[src/rtl/core/sfp_pkg.sv]
// ----------------------------------------------------------------------------
// sfp_pkg
// Shared types, command codes and arithmetic helpers for the scope front
// panel control block.
// ----------------------------------------------------------------------------
package sfp_pkg;

  // Item commands
  localparam logic [2:0] CMD_X_EDGE    = 3'd0;
  localparam logic [2:0] CMD_Y_EDGE    = 3'd1;
  localparam logic [2:0] CMD_CAPTURE   = 3'd2;
  localparam logic [2:0] CMD_MODE      = 3'd3;
  localparam logic [2:0] CMD_BUTTONS   = 3'd4;
  localparam logic [2:0] CMD_APPLY     = 3'd5;

  // Register map: index is paddr[2]
  localparam int unsigned PADDR_W       = 3;
  localparam logic        REG_X_SHIFT_STEP = 1'b0;

  localparam int unsigned WAVE_KINDS_DEF = 5;

  localparam logic [7:0]  X_SHIFT_STEP_RESET = 8'd3;
  localparam logic [23:0] TIME_RESET  = 24'd1000;
  localparam logic [3:0]  VOLTS_RESET = 4'd1;
  localparam logic [24:0] TIME_WRAP   = 25'd10000001;

  // floor(n / 11) == (n * 187) >> 11 for n up to 137
  localparam logic [15:0] VOLTS_RECIP = 16'd187;

  localparam logic signed [33:0] S32_MAX = 34'sd2147483647;
  localparam logic signed [33:0] S32_MIN = -34'sd2147483648;

  typedef struct packed {
    logic [23:0]        time_div;
    logic [3:0]         volts_div;
    logic signed [31:0] x_pos;
    logic signed [31:0] y_pos;
  } sfp_grid_t;

  function automatic logic signed [31:0] sat32(input logic signed [33:0] v);
    logic signed [31:0] r;
    begin
      if (v > S32_MAX) begin
        r = 32'sh7fffffff;
      end else if (v < S32_MIN) begin
        r = 32'sh80000000;
      end else begin
        r = v[31:0];
      end
      return r;
    end
  endfunction

  // Largest power of ten not above t, limited to 1..1000000
  function automatic logic [19:0] decade_of(input logic [23:0] t);
    logic [19:0] f;
    begin
      if (t >= 24'd1000000) begin
        f = 20'd1000000;
      end else if (t >= 24'd100000) begin
        f = 20'd100000;
      end else if (t >= 24'd10000) begin
        f = 20'd10000;
      end else if (t >= 24'd1000) begin
        f = 20'd1000;
      end else if (t >= 24'd100) begin
        f = 20'd100;
      end else if (t >= 24'd10) begin
        f = 20'd10;
      end else begin
        f = 20'd1;
      end
      return f;
    end
  endfunction

endpackage

[src/rtl/core/sfp_apply_unit.sv]
// ----------------------------------------------------------------------------
// sfp_apply_unit
// Drains the X and Y step counts into time/div, volts/div and the offsets.
// ----------------------------------------------------------------------------
module sfp_apply_unit (
  input  sfp_pkg::sfp_grid_t cur,
  input  logic               x_mode,
  input  logic               y_mode,
  input  logic signed [4:0]  sx,
  input  logic signed [7:0]  sy,
  input  logic [7:0]         step_tenths,
  output sfp_pkg::sfp_grid_t nxt,
  output logic               changed
);

  logic [19:0]        decade;
  logic signed [20:0] decade_s;
  logic signed [25:0] t_prod;
  logic signed [26:0] time_s;
  logic signed [26:0] t_sum;
  logic [24:0]        t_clamp;
  logic [24:0]        t_wrap;

  logic signed [8:0]  step_s;
  logic signed [13:0] x_prod;
  logic signed [31:0] x_off_s;
  logic signed [33:0] x_sum;

  logic signed [4:0]  volts_s;
  logic signed [12:0] y_prod;
  logic signed [31:0] y_off_s;
  logic signed [33:0] y_sum;

  logic signed [8:0]  v_sum;
  logic [7:0]         v_n;
  logic [15:0]        v_recip;
  logic [4:0]         v_q;
  logic [7:0]         v_qx11;
  logic [7:0]         v_rem;
  logic [3:0]         volts_new;

  // time/div: step by the current decade, clamp low, wrap once
  assign decade   = sfp_pkg::decade_of(cur.time_div);
  assign decade_s = {1'b0, decade};
  assign t_prod   = decade_s * sx;
  assign time_s   = {3'b000, cur.time_div};
  assign t_sum    = time_s + 27'(t_prod);
  assign t_clamp  = (t_sum < 27'sd1) ? 25'd1 : t_sum[24:0];
  assign t_wrap   = (t_clamp >= sfp_pkg::TIME_WRAP) ? t_clamp - sfp_pkg::TIME_WRAP : t_clamp;

  // X offset
  assign step_s  = {1'b0, step_tenths};
  assign x_prod  = sx * step_s;
  assign x_off_s = cur.x_pos;
  assign x_sum   = 34'(x_off_s) + 34'(x_prod);

  // Y offset
  assign volts_s = {1'b0, cur.volts_div};
  assign y_prod  = sy * volts_s;
  assign y_off_s = cur.y_pos;
  assign y_sum   = 34'(y_off_s) + 34'(y_prod);

  // volts/div: positive sums reduce mod 11 by reciprocal; zero or below, or a zero remainder, gives 1
  assign v_sum   = 9'(sy) + 9'(volts_s);
  assign v_n     = v_sum[7:0];
  assign v_recip = {8'b0, v_n} * sfp_pkg::VOLTS_RECIP;
  assign v_q     = v_recip[15:11];
  assign v_qx11  = {v_q, 3'b000} + {2'b00, v_q, 1'b0} + {3'b000, v_q};
  assign v_rem   = v_n - v_qx11;
  assign volts_new = ((v_sum <= 9'sd0) || (v_rem == 8'd0)) ? 4'd1 : v_rem[3:0];

  always_comb begin
    nxt     = cur;
    changed = 1'b0;
    if (sx != 5'sd0) begin
      if (x_mode) begin
        nxt.x_pos = sfp_pkg::sat32(x_sum);
      end else begin
        nxt.time_div = t_wrap[23:0];
      end
      changed = 1'b1;
    end
    if (sy != 8'sd0) begin
      if (y_mode) begin
        nxt.y_pos = sfp_pkg::sat32(y_sum);
      end else begin
        nxt.volts_div = volts_new;
      end
      changed = 1'b1;
    end
  end

endmodule

[src/rtl/core/scope_front_panel_control_top.sv]
// An accepted item passes through the input register, then the result
//   register; one item per cycle sustained while the output is not stalled.
// A stalled result holds the result register while the input register, if
//   empty, still takes one more item.
// Reset (rst, synchronous, active high) clears both stages and loads the
//   panel state: time/div 1000 us, volts/div 1, X step 3 tenths, rest zero.
// ----------------------------------------------------------------------------
// scope_front_panel_control_top
// Front-panel event processor for an oscilloscope: encoder steps, knob mode
// buttons, pause and wave select, and applying accumulated steps to the grid.
// ----------------------------------------------------------------------------
module scope_front_panel_control_top #(
  parameter int unsigned WAVE_KINDS = sfp_pkg::WAVE_KINDS_DEF
) (
  input  logic                        clk,
  input  logic                        rst,

  // Input item channel
  input  logic                        in_valid,
  output logic                        in_ready,
  input  logic [2:0]                  command,
  input  logic                        clock_level,
  input  logic                        data_level,
  input  logic                        x_button_level,
  input  logic                        y_button_level,

  // Result item channel
  output logic                        out_valid,
  input  logic                        out_ready,
  output logic [23:0]                 time_per_division,
  output logic [3:0]                  volts_per_division,
  output logic signed [31:0]          x_offset_tenths,
  output logic signed [31:0]          y_offset_volts,
  output logic                        x_shift_mode,
  output logic                        y_shift_mode,
  output logic                        paused,
  output logic [2:0]                  wave_select,
  output logic                        grid_changed,
  output logic                        x_mode_toggled,
  output logic                        y_mode_toggled,

  // Configuration port
  input  logic                        psel,
  input  logic                        penable,
  input  logic                        pwrite,
  input  logic [sfp_pkg::PADDR_W-1:0] paddr,
  input  logic [31:0]                 pwdata,
  output logic [31:0]                 prdata,
  output logic                        pready
);

  localparam logic [2:0] WAVE_LAST = 3'(WAVE_KINDS - 1);

  // Configuration register
  logic [7:0] x_shift_step;

  // Input register stage
  logic       stage_valid;
  logic [2:0] stage_cmd;
  logic       stage_clock;
  logic       stage_data;
  logic       stage_xb;
  logic       stage_yb;

  // Panel state
  logic signed [4:0]  x_count, x_count_next;
  logic signed [7:0]  y_count, y_count_next;
  logic               x_mode, x_mode_next;
  logic               y_mode, y_mode_next;
  logic               x_last, x_last_next;
  logic               y_last, y_last_next;
  sfp_pkg::sfp_grid_t grid, grid_next;
  logic               pause, pause_next;
  logic [2:0]         wave, wave_next;

  logic grid_pulse, x_pulse, y_pulse;

  logic               advance;
  logic               dir_up;
  logic signed [5:0]  x_inc;
  logic signed [8:0]  y_inc;
  sfp_pkg::sfp_grid_t grid_applied;
  logic               apply_changed;

  // Move the staged item into the result register when it is free or drains
  assign advance  = stage_valid && (!out_valid || out_ready);
  assign in_ready = !stage_valid || !out_valid || out_ready;

  // Configuration port: always ready, one register at index 0
  assign pready = 1'b1;
  assign prdata = (paddr[2] == sfp_pkg::REG_X_SHIFT_STEP) ? {24'b0, x_shift_step} : 32'b0;

  always_ff @(posedge clk) begin
    if (rst) begin
      x_shift_step <= sfp_pkg::X_SHIFT_STEP_RESET;
    end else if (psel && penable && pwrite && (paddr[2] == sfp_pkg::REG_X_SHIFT_STEP)) begin
      x_shift_step <= pwdata[7:0];
    end
  end

  // Capture an item into the input register
  always_ff @(posedge clk) begin
    if (rst) begin
      stage_valid <= 1'b0;
    end else if (in_ready) begin
      stage_valid <= in_valid;
    end
  end

  always_ff @(posedge clk) begin
    if (in_valid && in_ready) begin
      stage_cmd   <= command;
      stage_clock <= clock_level;
      stage_data  <= data_level;
      stage_xb    <= x_button_level;
      stage_yb    <= y_button_level;
    end
  end

  // Grid arithmetic for the apply command
  sfp_apply_unit u_apply (
    .cur         (grid),
    .x_mode      (x_mode),
    .y_mode      (y_mode),
    .sx          (x_count),
    .sy          (y_count),
    .step_tenths (x_shift_step),
    .nxt         (grid_applied),
    .changed     (apply_changed)
  );

  // Encoder turns clockwise when data differs from clock
  assign dir_up = stage_clock ^ stage_data;
  assign x_inc  = 6'(x_count) + (dir_up ? 6'sd1 : -6'sd1);
  assign y_inc  = 9'(y_count) + (dir_up ? 9'sd1 : -9'sd1);

  always_comb begin
    x_count_next = x_count;
    y_count_next = y_count;
    x_mode_next  = x_mode;
    y_mode_next  = y_mode;
    x_last_next  = x_last;
    y_last_next  = y_last;
    grid_next    = grid;
    pause_next   = pause;
    wave_next    = wave;
    grid_pulse   = 1'b0;
    x_pulse      = 1'b0;
    y_pulse      = 1'b0;
    case (stage_cmd)
      sfp_pkg::CMD_X_EDGE: begin
        // Truncating remainder by 10: only plus or minus ten can wrap
        if ((x_inc == 6'sd10) || (x_inc == -6'sd10)) begin
          x_count_next = 5'sd0;
        end else begin
          x_count_next = x_inc[4:0];
        end
      end
      sfp_pkg::CMD_Y_EDGE: begin
        if (y_inc > 9'sd127) begin
          y_count_next = 8'sd127;
        end else if (y_inc < -9'sd128) begin
          y_count_next = -8'sd128;
        end else begin
          y_count_next = y_inc[7:0];
        end
      end
      sfp_pkg::CMD_CAPTURE: begin
        pause_next = !pause;
      end
      sfp_pkg::CMD_MODE: begin
        wave_next = (wave == WAVE_LAST) ? 3'd0 : wave + 3'd1;
      end
      sfp_pkg::CMD_BUTTONS: begin
        // Toggle a knob mode on the rising edge of its push switch
        if (stage_xb && !x_last) begin
          x_mode_next = !x_mode;
          x_pulse     = 1'b1;
        end
        if (stage_yb && !y_last) begin
          y_mode_next = !y_mode;
          y_pulse     = 1'b1;
        end
        x_last_next = stage_xb;
        y_last_next = stage_yb;
      end
      sfp_pkg::CMD_APPLY: begin
        grid_next    = grid_applied;
        grid_pulse   = apply_changed;
        x_count_next = 5'sd0;
        y_count_next = 8'sd0;
      end
      default: begin
        // Unused commands report status only
      end
    endcase
  end

  // Advance panel state on each item that leaves the input register
  always_ff @(posedge clk) begin
    if (rst) begin
      x_count        <= 5'sd0;
      y_count        <= 8'sd0;
      x_mode         <= 1'b0;
      y_mode         <= 1'b0;
      x_last         <= 1'b0;
      y_last         <= 1'b0;
      grid.time_div  <= sfp_pkg::TIME_RESET;
      grid.volts_div <= sfp_pkg::VOLTS_RESET;
      grid.x_pos     <= 32'sd0;
      grid.y_pos     <= 32'sd0;
      pause          <= 1'b0;
      wave           <= 3'd0;
    end else if (advance) begin
      x_count <= x_count_next;
      y_count <= y_count_next;
      x_mode  <= x_mode_next;
      y_mode  <= y_mode_next;
      x_last  <= x_last_next;
      y_last  <= y_last_next;
      grid    <= grid_next;
      pause   <= pause_next;
      wave    <= wave_next;
    end
  end

  // Result register
  always_ff @(posedge clk) begin
    if (rst) begin
      out_valid <= 1'b0;
    end else if (advance) begin
      out_valid <= 1'b1;
    end else if (out_ready) begin
      out_valid <= 1'b0;
    end
  end

  always_ff @(posedge clk) begin
    if (advance) begin
      time_per_division  <= grid_next.time_div;
      volts_per_division <= grid_next.volts_div;
      x_offset_tenths    <= grid_next.x_pos;
      y_offset_volts     <= grid_next.y_pos;
      x_shift_mode       <= x_mode_next;
      y_shift_mode       <= y_mode_next;
      paused             <= pause_next;
      wave_select        <= wave_next;
      grid_changed       <= grid_pulse;
      x_mode_toggled     <= x_pulse;
      y_mode_toggled     <= y_pulse;
    end
  end

`ifndef NO_ASSERTIONS
  // X count stays inside the wrap window
  a_x_count_range: assert property (@(posedge clk) disable iff (rst)
    (x_count <= 5'sd9) && (x_count >= -5'sd9))
    else $error("x step count outside -9..9");

  // volts/div never leaves 1..10
  a_volts_range: assert property (@(posedge clk) disable iff (rst)
    (grid.volts_div >= 4'd1) && (grid.volts_div <= 4'd10))
    else $error("volts/div outside 1..10");

  // time/div wraps below the wrap value
  a_time_range: assert property (@(posedge clk) disable iff (rst)
    grid.time_div < 24'd10000001)
    else $error("time/div above limit");

  // An applied item drains both step counts
  a_apply_drains: assert property (@(posedge clk) disable iff (rst)
    (advance && (stage_cmd == sfp_pkg::CMD_APPLY)) |=> (x_count == 5'sd0) && (y_count == 8'sd0))
    else $error("apply left step counts nonzero");

  // Wave select stays below the number of kinds
  a_wave_range: assert property (@(posedge clk) disable iff (rst)
    wave <= WAVE_LAST)
    else $error("wave select out of range");
`endif

endmodule

[config.mk]
export PLATFORM = sky130hd
export DESIGN_NAME = scope_front_panel_control_top
export DESIGN_NICKNAME = d
export VERILOG_FILES = /design/src/rtl/core/sfp_pkg.sv /design/src/rtl/core/sfp_apply_unit.sv /design/src/rtl/core/scope_front_panel_control_top.sv
export SDC_FILE = /design/constraint.sdc
export NUM_CORES = 1
export LEC_CHECK = 0
export BUFFER_PORTS_ARGS = -buffer_cell sky130_fd_sc_hd__buf_2
export CORE_ASPECT_RATIO = 1.4
export CORE_MARGIN = 5
export CORE_UTILIZATION = 40
export CTS_CLUSTER_DIAMETER = 80
export DETAILED_ROUTE_END_ITERATION = 8
export HOLD_SLACK_MARGIN = 0.05
export PLACE_DENSITY = 0.53
export SETUP_SLACK_MARGIN = 0.4
export SLEW_MARGIN = 20
export SYNTH_ARGS = -nofsm -noshare
export SYNTH_HDL_FRONTEND = slang
export SYNTH_SLANG_ARGS = --single-unit
[constraint.sdc]
create_clock -name clk -period 11.4 [get_ports clk]
set_input_delay 0.57 -clock clk [delete_from_list [all_inputs] [get_ports clk]]
set_output_delay 0.57 -clock clk [all_outputs]
set_load 0.02 [all_outputs]
==> results of run 1 <==
-- final cells by class --
class                           instances  share of cell area (%)
Clock buffer                           37                    2.83
Clock inverter                         17                   0.708
Inverter                              222                    3.13
Multi-Input combinational cell       2075                    64.6
Sequential cell                       231                    21.4
Tap cell                              810                    3.80
Timing Repair Buffer                  171                    3.57
-- what timing repair did --
action	4_1_cts	5_1_grt
buffers inserted	0	0
gates resized for setup	0	4
endpoints found under the setup margin	0	7
endpoints found under the hold margin	0	0
-- through the flow --
step | instance area (um2) | power [mW] | instances | hold slack, ns
global placement | 25700 | 1.21 | 3509 | 0.466
CTS | 26700 | 2.17 | 3563 | 0.115
detailed placement | 25700 | 1.22 | 3509 | 0.473
global route | 26700 | 2.24 | 3563 | 0.122
finish | 26700 | 2.13 | 3563 | 0.162
floorplan | 24300 | 1.14 | 2648 | 0.441
-- kinds of logic after synthesis --
group,after synthesis,synth area share [%]
compound gates,621,16.4
buf+inv,342,5.92
simple gates,745,14.9
mux,9,0.387
xor+xnor,127,4.77
fa+ha+maj,548,34.0
flops,231,23.6
other cells,2,0.0310
-- power groups by stage --
stage	registers (mW)	logic, mW	clock network, mW
floorplan	0.930	0.207	0
global placement	0.913	0.300	0
detailed placement	0.913	0.305	0
CTS	0.896	0.307	0.970
global route	0.897	0.342	1.00
finish	0.895	0.305	0.929
-- routing by layer --
metal	track usage, %	routed length [um]	share of wire (%)
met4	6.63	2370	3.6
met5	0	0	0
met3	2.33	2370	3.6
met1	23.2	26500	40
met2	38.6	35200	53
-- state kept, by name, indices dropped and copies added, names as in the netlist, 3 cells and up --
signal              flops
grid                   92
x_offset_tenths        32
y_offset_volts         32
time_per_division      24
x_shift_step            8
y_count                 8
x_count                 5
volts_per_division      4
stage_cmd               3
wave                    3
wave_select             3
-- synth_stat cells, types with 17 or more instances --
cell type,number
ha_1,308
clkbuf_1,73
nand2b_1,51
and2_1,87
nand3_1,33
fa_1,198
nor2b_1,21
edfxtp_1,108
xnor2_1,74
inv_1,221
o21bai_1,17
nor3_1,30
a21oi_1,152
a21o_1,64
o21ai_0,168
nand2_1,254
nor2_1,166
maj3_1,42
dfxtp_1,123
and3_1,21
a211oi_1,59
o21a_1,18
xor2_1,48
buf_4,28
-- worst reg2reg max path: cells and delay by family (launching register included) --
kind | cells | cell delay, ns
compound gates | 13 | 3.22
fa+ha+maj | 6 | 2.66
simple gates | 11 | 2.59
buf+inv | 7 | 0.79
xor+xnor | 2 | 0.46
flops | 1 | 0.35
-- worst max-delay path by stage --
stage	startpoint	to	slack (ns)	cells past startpoint
finish	grid[91]	time_per_division[18]	1.08	39
global route	grid[91]	time_per_division[18]	0.40	39
CTS	grid[91]	time_per_division[18]	0.86	39
detailed placement	grid[91]	time_per_division[18]	0.97	39
global placement	grid[91]	time_per_division[18]	1.0	39
floorplan	grid[91]	time_per_division[18]	2.11	37
==> impl_results.md, run 1 <==
- Worst reg2reg setup slack: 1.08 ns
- Yosys cell types: 88
- Sequential element share of the synthesized area: 23.6%
- Worst Hold Path EP: stage_clock
- Biggest cell delay along the critical path: 0.53 ns
- Total gr overflow: 0
- Total internal power: 1.53 mW
- CTS tree: built
- Routed wire length: 66.4 mm
- Final number of hold-violating endpoints: 0
- R2R cell count: 39
- DRC violation count after routing: 0
- Sw Pwr: 0.597 mW
- Cell Pwr Density: 79.8 nW/um2
- GP Congestion: 0.907
- Instance count along the most critical hold path: 1
- Warnings from Yosys: 0
- CTS H-Tree Depth: 1
- Most frequent cell on the critical path: fa_1
- First-pass GRT wire length: 108 mm
- DR vias: 19,100
- Die Footprint: 65,700 um2
- Number of global-route vias before repair: 20,100
- Clk pwr share: 43.6%
- Final period util: 90.6%
- Final layout net count: 3,285
- Outcome: finished, final reports clean
- IO Pins: 185
- Post-synth ARST share: 0%
- Switching fraction of total power: 28.0%
- Utilization after layout: 44.5%
- Area occupied by registers: 5710 um2
- Maximum frequency from static timing analysis: 96.9 MHz
- Worst-path cell with the longest stage delay: fa_1
- Final setup skew: 0.0136 ns
- Count of input and output buffers: 133
- Slew @ Worst Pin: 1.14 ns
- Peak supply drop: 0.000102 V
- Worst Path Arrival: 10.64 ns
- Layout cell share with drive strength beyond 1: 9.66%
- First-pass iteration count of the detailed router: 4
- Fraction of synthesized cell area taken by the top area cell type: 16.4%
- Die Y: 301 um
- Initial drt markers: 799
- Logic pwr share: 14.3%
- Maximum capacitance violations: 0
- Number of core rows: 106
- CTS Hold Bufs: 0
- Synthesized netlist cell count: 2,625
- Worst skew pair latency: 0.60 ns
- Share of total power in sequential cells: 42.0%
- Setup Slack @ Placement: 0.968 ns
- Buffer cell driving the clock tree root: clkbuf_16
- Area of the mapped netlist: 24,200 um2
- Number of pins with negative max-slew slack in the final report: 0
- Number of flip-flops and latches in the synthesized netlist: 231
- Final setup violation count: 0
- Commonest non-fill, non-tap cells in the layout: 308 x ha_1, 252 x nand2_1, 220 x inv_1
- Largest fanout on the critical path: 6
- Data required time of the worst path: 11.71 ns
- Number of antenna violations at the first check in global routing: 0
- Delay-heaviest family, CP: compound AO/OA/AOI/OAI gates
- Source of the worst register-to-register timing path: grid[91]
- Slew HR: 23.9%
- Post-synth top flop: dfxtp_1
- Count of clock tree sinks: 231
- Via density per instance: 5.36
- Kind of capture point of the worst setup path: register
- Count of flip-flops with a built-in enable after synthesis: 108
- Combined area of the multi-input logic cells: 17,200 um2
- Time the worst path needs with I/O delays and setup: 10.32 ns
- Fill cell count: 5,913
- Ant diodes: 0
- Dominant cells by area after synthesis: fa_1 16%, ha_1 16%, edfxtp_1 13%
- Clock Pin Slew Worst Setup and Hold Paths: 0.06 ns
- Critical R2R Capture: time_per_division[18]
- Routed wirelength normalized by instance count: 18.6 um
- Kind of launch point of the worst setup path: register
- RSZ-0062 raised after global routing: no
- Largest net degree at the start of global routing: 68
- Most common cell after layout, fill and taps aside: ha_1
- Classification of the worst-slack hold path: in2reg
- Cell type with the largest total area after synthesis: fa_1
- Core region area: 59,900 um2
- Per-instance average area after synthesis: 9.23 um2
- Number of clock buffers inserted by TritonCTS: 29
- Initial Util: 40.4%
- Startpoint-to-endpoint class of the critical path: reg2reg
- Die width: 218 um
- Count of nets left with antenna violations after detail routing: 0
- GRT Resource Usage Total: 20.2%
- Area growth from synthesis to layout: 10.2%
- Cell leakage power: 12.8 nW
- Sum of negative setup slack: 0 ns
- Final worst-path setup slack: 1.08 ns
- Maximum clock insertion buffer count: 3
- Bufs and invs on worst path: 7
- Hold path start: clock_level
- HPWL after detailed placement: 51.6 mm
Note: power is estimated with default switching activity, not from simulation.
==> run 2: changes to the inputs <==
--- a/config.mk
+++ b/config.mk
@@ -6,13 +6,15 @@
 export NUM_CORES = 1
 export LEC_CHECK = 0
 export BUFFER_PORTS_ARGS = -buffer_cell sky130_fd_sc_hd__buf_2
+export CELL_PAD_IN_SITES_DETAIL_PLACEMENT = 1
+export CELL_PAD_IN_SITES_GLOBAL_PLACEMENT = 2
 export CORE_ASPECT_RATIO = 1.4
 export CORE_MARGIN = 5
 export CORE_UTILIZATION = 40
 export CTS_CLUSTER_DIAMETER = 80
 export DETAILED_ROUTE_END_ITERATION = 8
 export HOLD_SLACK_MARGIN = 0.05
-export PLACE_DENSITY = 0.53
+export PLACE_DENSITY = 0.79
 export SETUP_SLACK_MARGIN = 0.4
 export SLEW_MARGIN = 20
 export SYNTH_ARGS = -nofsm -noshare
==> impl_results.md, run 2 (synthesis gave the netlist of run 1 again) <==
- First-pass iteration count of the detailed router: 5 (+1)
- Final layout net count: 3,285 (unchanged)
- CTS H-Tree Depth: 1 (unchanged)
- Number of antenna violations at the first check in global routing: 2 (+2)
- Maximum capacitance violations: 0 (unchanged)
- Number of global-route vias before repair: 21,400 (+6.7%)
- Most common cell after layout, fill and taps aside: ha_1
- Count of clock tree sinks: 231 (unchanged)
- Cell leakage power: 12.8 nW (about the same)
- Via density per instance: 5.45 (+1.7%)
- Ant diodes: 0 (unchanged)
- Kind of launch point of the worst setup path: register
- Met3 wirelength from detailed routing: 2.26 mm (-4.5%)
- Worst reg2reg setup slack: 1.14 ns (+0.07 ns)
- Clock Pin Slew Worst Setup and Hold Paths: 0.06 ns (about the same)
- IO Pins: 185 (unchanged)
- Layout cell share with drive strength beyond 1: 9.92% (+0.26 points)
- Buffer cell driving the clock tree root: clkbuf_16
- Area occupied by registers: 5710 um2 (unchanged)
- Commonest non-fill, non-tap cells in the layout: 308 x ha_1, 252 x nand2_1, 220 x inv_1
- GP Congestion: 0.882 (-2.7%)
- Final period util: 90.0% (-0.58 points)
- Number of pins with negative max-slew slack in the final report: 0 (unchanged)
- Final number of hold-violating endpoints: 0 (unchanged)
- Die width: 218 um (unchanged)
- Source of the worst register-to-register timing path: grid[91]
- Number of core rows: 106 (unchanged)
- Startpoint-to-endpoint class of the critical path: reg2reg
- DR vias: 19,400 (+1.7%)
- Utilization after layout: 44.5% (about the same)
- Logic pwr share: 14.6% (+0.3 points)
- Initial Util: 40.4% (unchanged)
- Met2 wire length: 38.6 mm (+9.6%)
- Share of total power in sequential cells: 42.6% (+0.6 points)
- Count of input and output buffers: 133 (unchanged)
- Clk pwr share: 42.9% (-0.7 points)
- Flip-flop count of the largest register after layout: 92 (unchanged)
- Routed wirelength normalized by instance count: 20.2 um (+8.4%)
- Worst-path cell with the longest stage delay: fa_1
- Fill cell count: 6,990 (+18%)
- Delay-heaviest family, CP: compound AO/OA/AOI/OAI gates
- Sum of negative setup slack: 0 ns (unchanged)
- Die Y: 301 um (unchanged)
- Switching fraction of total power: 28.9% (+0.83 points)
- Hold path start: data_level
- Classification of the worst-slack hold path: in2reg
- Worst skew pair latency: 0.60 ns (about the same)
- Bufs and invs on worst path: 4 (-3)
- DRC violation count after routing: 0 (unchanged)
- Final worst-path setup slack: 1.14 ns (+0.0665 ns)
- Core region area: 59,900 um2 (unchanged)
- Total internal power: 1.50 mW (-2.2%)
- Most frequent cell on the critical path: fa_1
- Largest fanout on the critical path: 6 (unchanged)
- Slew HR: 28.1% (+4.2 points)
- Final setup skew: 0.0173 ns (+0.00374 ns)
- CTS tree: built
- GRT Resource Usage Total: 21.7% (+1.5 points)
- Final setup violation count: 0 (unchanged)
- Number of clock buffers inserted by TritonCTS: 29 (unchanged)
- Peak supply drop: 0.000117 V (+15%)
- Maximum frequency from static timing analysis: 97.5 MHz (+0.65%)
- Die Footprint: 65,700 um2 (unchanged)
- R2R cell count: 36 (-7.7%)
- Cell Pwr Density: 78.9 nW/um2 (-1.1%)
- Combined area of the multi-input logic cells: 17,300 um2 (+0.20%)
- Instance count along the most critical hold path: 1 (unchanged)
- Sw Pwr: 0.608 mW (+1.8%)
- Critical R2R Capture: time_per_division[22]
- Max Used Layer: met5
- Data required time of the worst path: 11.71 ns (about the same)
- Worst Path Arrival: 10.57 ns (-0.07 ns)
- Total gr overflow: 0 (unchanged)
- Most flops, register: grid
- Initial drt markers: 699 (-13%)
- Post-CTS setup buffer count: 0 (unchanged)
- HPWL after detailed placement: 56.6 mm (+9.7%)
- First-pass GRT wire length: 115 mm (+6.7%)
- Worst Hold Path EP: stage_data
- Slew @ Worst Pin: 1.08 ns (-0.0652 ns)
- Routed length on met1: 28.4 mm (+7.2%)
- Kind of capture point of the worst setup path: register
- Count of nets left with antenna violations after detail routing: 0 (unchanged)
- Time the worst path needs with I/O delays and setup: 10.26 ns (-0.0665 ns)
- Biggest cell delay along the critical path: 0.54 ns (about the same)
- Largest net degree at the start of global routing: 66 (-2.9%)
- RSZ-0062 raised after global routing: no
- Routed wire length: 72.0 mm (+8.3%)
- Outcome: finished, final reports clean
- Area growth from synthesis to layout: 10.2% (about the same)
- Registers with the most flip-flops: grid (92), x_offset_tenths (32), y_offset_volts (32)
- Setup Slack @ Placement: 0.472 ns (-0.496 ns)
- Maximum clock insertion buffer count: 3 (unchanged)
-- run 2: worst max path at each step --
stage / start / to / slack [ns] / cells past startpoint
floorplan: grid[91] / time_per_division[18] / 2.11 / 37
global placement: grid[91] / time_per_division[18] / 0.62 / 37
detailed placement: grid[91] / time_per_division[18] / 0.47 / 37
CTS: grid[91] / time_per_division[18] / 0.41 / 37
global route: grid[91] / time_per_division[18] / 0.44 / 36
finish: grid[91] / time_per_division[22] / 1.14 / 36
-- run 2: cell type report --
type | instances | share of cell area [%]
clock buffers | 37 | 2.90
clock inverters | 16 | 0.515
inverters | 222 | 3.13
multi-input cells | 2075 | 64.7
flip-flops and latches | 231 | 21.4
well taps | 810 | 3.79
repair buffers | 171 | 3.57
-- run 2: routing by layer --
metal  vias up  global-route usage, %
met5         -                      0
met4         2                   7.75
met3       122                   2.30
met2       307                   41.9
met1      9674                   24.3
li1       9308                      -
-- run 2: through the flow --
stage	area, um2	total power, mW	instances	hold WS [ns]
floorplan	24300	1.14	2648	0.441
global placement	25700	1.21	3509	0.463
detailed placement	25700	1.22	3509	0.479
CTS	26600	2.14	3562	0.0972
global route	26700	2.21	3562	0.110
finish	26700	2.11	3562	0.142
-- run 2: repair_timing --
item,in CTS,in global routing
setup endpoints to repair,0,48
hold buffers,0,0
resized for setup,0,12
-- run 2: power by group through the flow --
stage	clock network, mW	logic, mW	registers (mW)
2_1_floorplan	0	0.207	0.930
3_3_place_gp	0	0.297	0.914
3_5_place_dp	0	0.308	0.914
4_1_cts	0.935	0.310	0.897
5_1_grt	0.965	0.343	0.898
6_report	0.903	0.307	0.897
==> run 3: changes to the inputs <==
--- a/config.mk
+++ b/config.mk
@@ -14,7 +14,7 @@
 export CTS_CLUSTER_DIAMETER = 80
 export DETAILED_ROUTE_END_ITERATION = 8
 export HOLD_SLACK_MARGIN = 0.05
-export PLACE_DENSITY = 0.79
+export PLACE_DENSITY_LB_ADDON = 0.12
 export SETUP_SLACK_MARGIN = 0.4
 export SLEW_MARGIN = 20
 export SYNTH_ARGS = -nofsm -noshare
==> impl_results.md, run 3 (synthesis gave the netlist of run 1 again) <==
- Outcome: finished, final reports clean
- Non-filler cells, final: 3,560 (-0.056%)
- Final setup violation count: 0 (unchanged)
- Time the worst path needs with I/O delays and setup: 10.63 ns (+0.371 ns)
- Layout cell share with drive strength beyond 1: 9.85% (-0.066 points)
- Placed Area: 25,700 um2 (-0.17%)
- Final layout net count: 3,282 (-0.091%)
- Worst-path cell with the longest stage delay: or4_1
- Hold WS: 0.130 ns (-0.0125 ns)
- Largest net degree at the start of global routing: 66 (unchanged)
- Die Y: 301 um (unchanged)
- Peak supply drop: 0.0000997 V (-15%)
- CTS tree: built
- Core region area: 59,900 um2 (unchanged)
- Cell leakage power: 12.8 nW (about the same)
- Share of total power in sequential cells: 41.8% (-0.8 points)
- Ant diodes: 0 (unchanged)
- Total gr overflow: 0 (unchanged)
- Maximum clock insertion buffer count: 3 (unchanged)
- Die width: 218 um (unchanged)
- Commonest non-fill, non-tap cells in the layout: 308 x ha_1, 252 x nand2_1, 220 x inv_1
- GP Congestion: 0.888 (+0.73%)
- Routed wirelength normalized by instance count: 20.3 um (+0.49%)
- CTS Hold Bufs: 0 (unchanged)
- Area growth from synthesis to layout: 10.3% (about the same)
- First-pass GRT wire length: 117 mm (+1.5%)
- Slew @ Worst Pin: 1.16 ns (+0.0824 ns)
- Maximum frequency from static timing analysis: 94.1 MHz (-3.5%)
- Maximum capacitance violations: 0 (unchanged)
- Sum of negative setup slack: 0 ns (unchanged)
- Count of nets left with antenna violations after detail routing: 0 (unchanged)
- Final number of hold-violating endpoints: 0 (unchanged)
- Count of input and output buffers: 133 (unchanged)
- Switching fraction of total power: 29.5% (+0.65 points)
- Number of clock buffers inserted by TritonCTS: 30 (+3.4%)
- RSZ-0062 raised after global routing: no
- Worst Path Arrival: 10.92 ns (+0.35 ns)
- Initial drt markers: 719 (+2.9%)
- Most frequent cell on the critical path: fa_1
- HPWL after detailed placement: 57.1 mm (+0.95%)
- CTS H-Tree Depth: 1 (unchanged)
- Flip-flop count of the largest register after layout: 92 (unchanged)
- Number of pins with negative max-slew slack in the final report: 0 (unchanged)
- IO Pins: 185 (unchanged)
- Via density per instance: 5.47 (+0.32%)
- Cell Pwr Density: 80.3 nW/um2 (+1.8%)
- Number of placed instances, taps included: 3,503 (-0.17%)
- Total Power: 2.15 mW (+1.9%)
- DRC violation count after routing: 0 (unchanged)
- Kind of launch point of the worst setup path: register
- Die Footprint: 65,700 um2 (unchanged)
- Final period util: 93.2% (+3.3 points)
- Logic pwr share: 14.5% (about the same)
- Worst skew pair latency: 0.61 ns (about the same)
- GRT Resource Usage Total: 21.9% (+0.25 points)
- Count of clock tree sinks: 231 (unchanged)
- Kind of capture point of the worst setup path: register
- Biggest cell delay along the critical path: 0.54 ns (about the same)
- Final setup skew: 0.0341 ns (+0.0168 ns)
- Initial Util: 40.4% (unchanged)
- Non-Filler Cell Area, Final: 26,700 um2 (about the same)
- Most common cell after layout, fill and taps aside: ha_1
- DR vias: 19,500 (+0.27%)
- Most flops, register: grid
- Startpoint-to-endpoint class of the critical path: reg2reg
- Clk pwr share: 43.7% (+0.8 points)
- First-pass iteration count of the detailed router: 7 (+2)
- Data required time of the worst path: 11.69 ns (-0.02 ns)
- Registers with the most flip-flops: grid (92), x_offset_tenths (32), y_offset_volts (32)
- Clock Pin Slew Worst Setup and Hold Paths: 0.06 ns (about the same)
- Number of core rows: 106 (unchanged)
- Number of global-route vias before repair: 21,400 (-0.051%)
- Total internal power: 1.51 mW (+0.92%)
- Number of antenna violations at the first check in global routing: 0 (-2)
- Largest fanout on the critical path: 6 (unchanged)
- Slew HR: 22.7% (-5.3 points)
- Routed wire length: 72.3 mm (+0.43%)
- Classification of the worst-slack hold path: in2reg
- Buffer cell driving the clock tree root: clkbuf_16
- Sw Pwr: 0.633 mW (+4.2%)
-- run 3: worst paths after layout --
kind / start / endpoint / slack, ns / cells past startpoint
hold / removal: clock_level / stage_clock / 0.13 / 1
setup reg to reg: grid[91] / time_per_division[18] / 0.77 / 38
setup / recovery: grid[91] / time_per_division[18] / 0.77 / 38
hold reg to reg: grid[30] / grid[30] / 0.49 / 2
-- run 3: repair_timing --
item,in CTS,in global routing
hold endpoints to repair,0,0
buffers inserted,0,2
resized for setup,2,11
pin swaps,0,1
endpoints found under the setup margin,1,30
-- run 3: routing by layer --
metal | track usage (%) | share of wire [%] | vias up
met5 | 0 | 0 | -
met4 | 5.59 | 2.6 | 0
met3 | 2.10 | 2.7 | 94
met2 | 42.1 | 53 | 260
met1 | 25.9 | 41 | 9821
li1 | - | - | 9290
-- run 3: layout make-up --
type / count / area [um2]
Sequential cell: 231 / 5710
Clock buffer: 36 / 783
Inverter: 222 / 836
Clock inverter: 19 / 181
Tap cell: 810 / 1010
Timing Repair Buffer: 167 / 923
Fill cell: 6975 / 33200
Multi-Input combinational cell: 2075 / 17300
-- run 3: critical path: cells and delay by family (launching register included) --
| family | cells | cell delay, ns |
|---|---|---|
| AOI/OAI and AO/OA | 8 | 2.30 |
| adders and majority gates | 6 | 2.70 |
| buffers and inverters | 6 | 0.57 |
| xor gates and xnor gates | 1 | 0.23 |
| DFF | 1 | 0.38 |
| and+or+nand+nor | 17 | 4.11 |
-- run 3: power by group through the flow --
stage	sequential (mW)	clock (mW)	combinational, mW
2_1_floorplan	0.930	0	0.207
3_3_place_gp	0.914	0	0.301
3_5_place_dp	0.914	0	0.311
4_1_cts	0.897	0.972	0.313
5_1_grt	0.898	1.00	0.345
6_report	0.896	0.938	0.311
-- run 3: per-stage QoR --
step	setup WS (ns)	utilization [%]
after floorplan	2.11	-
after global placement	0.608	42.8
after detailed placement	0.323	42.8
after CTS	0.433	44.5
after global routing	0.218	44.6
final	0.771	44.6
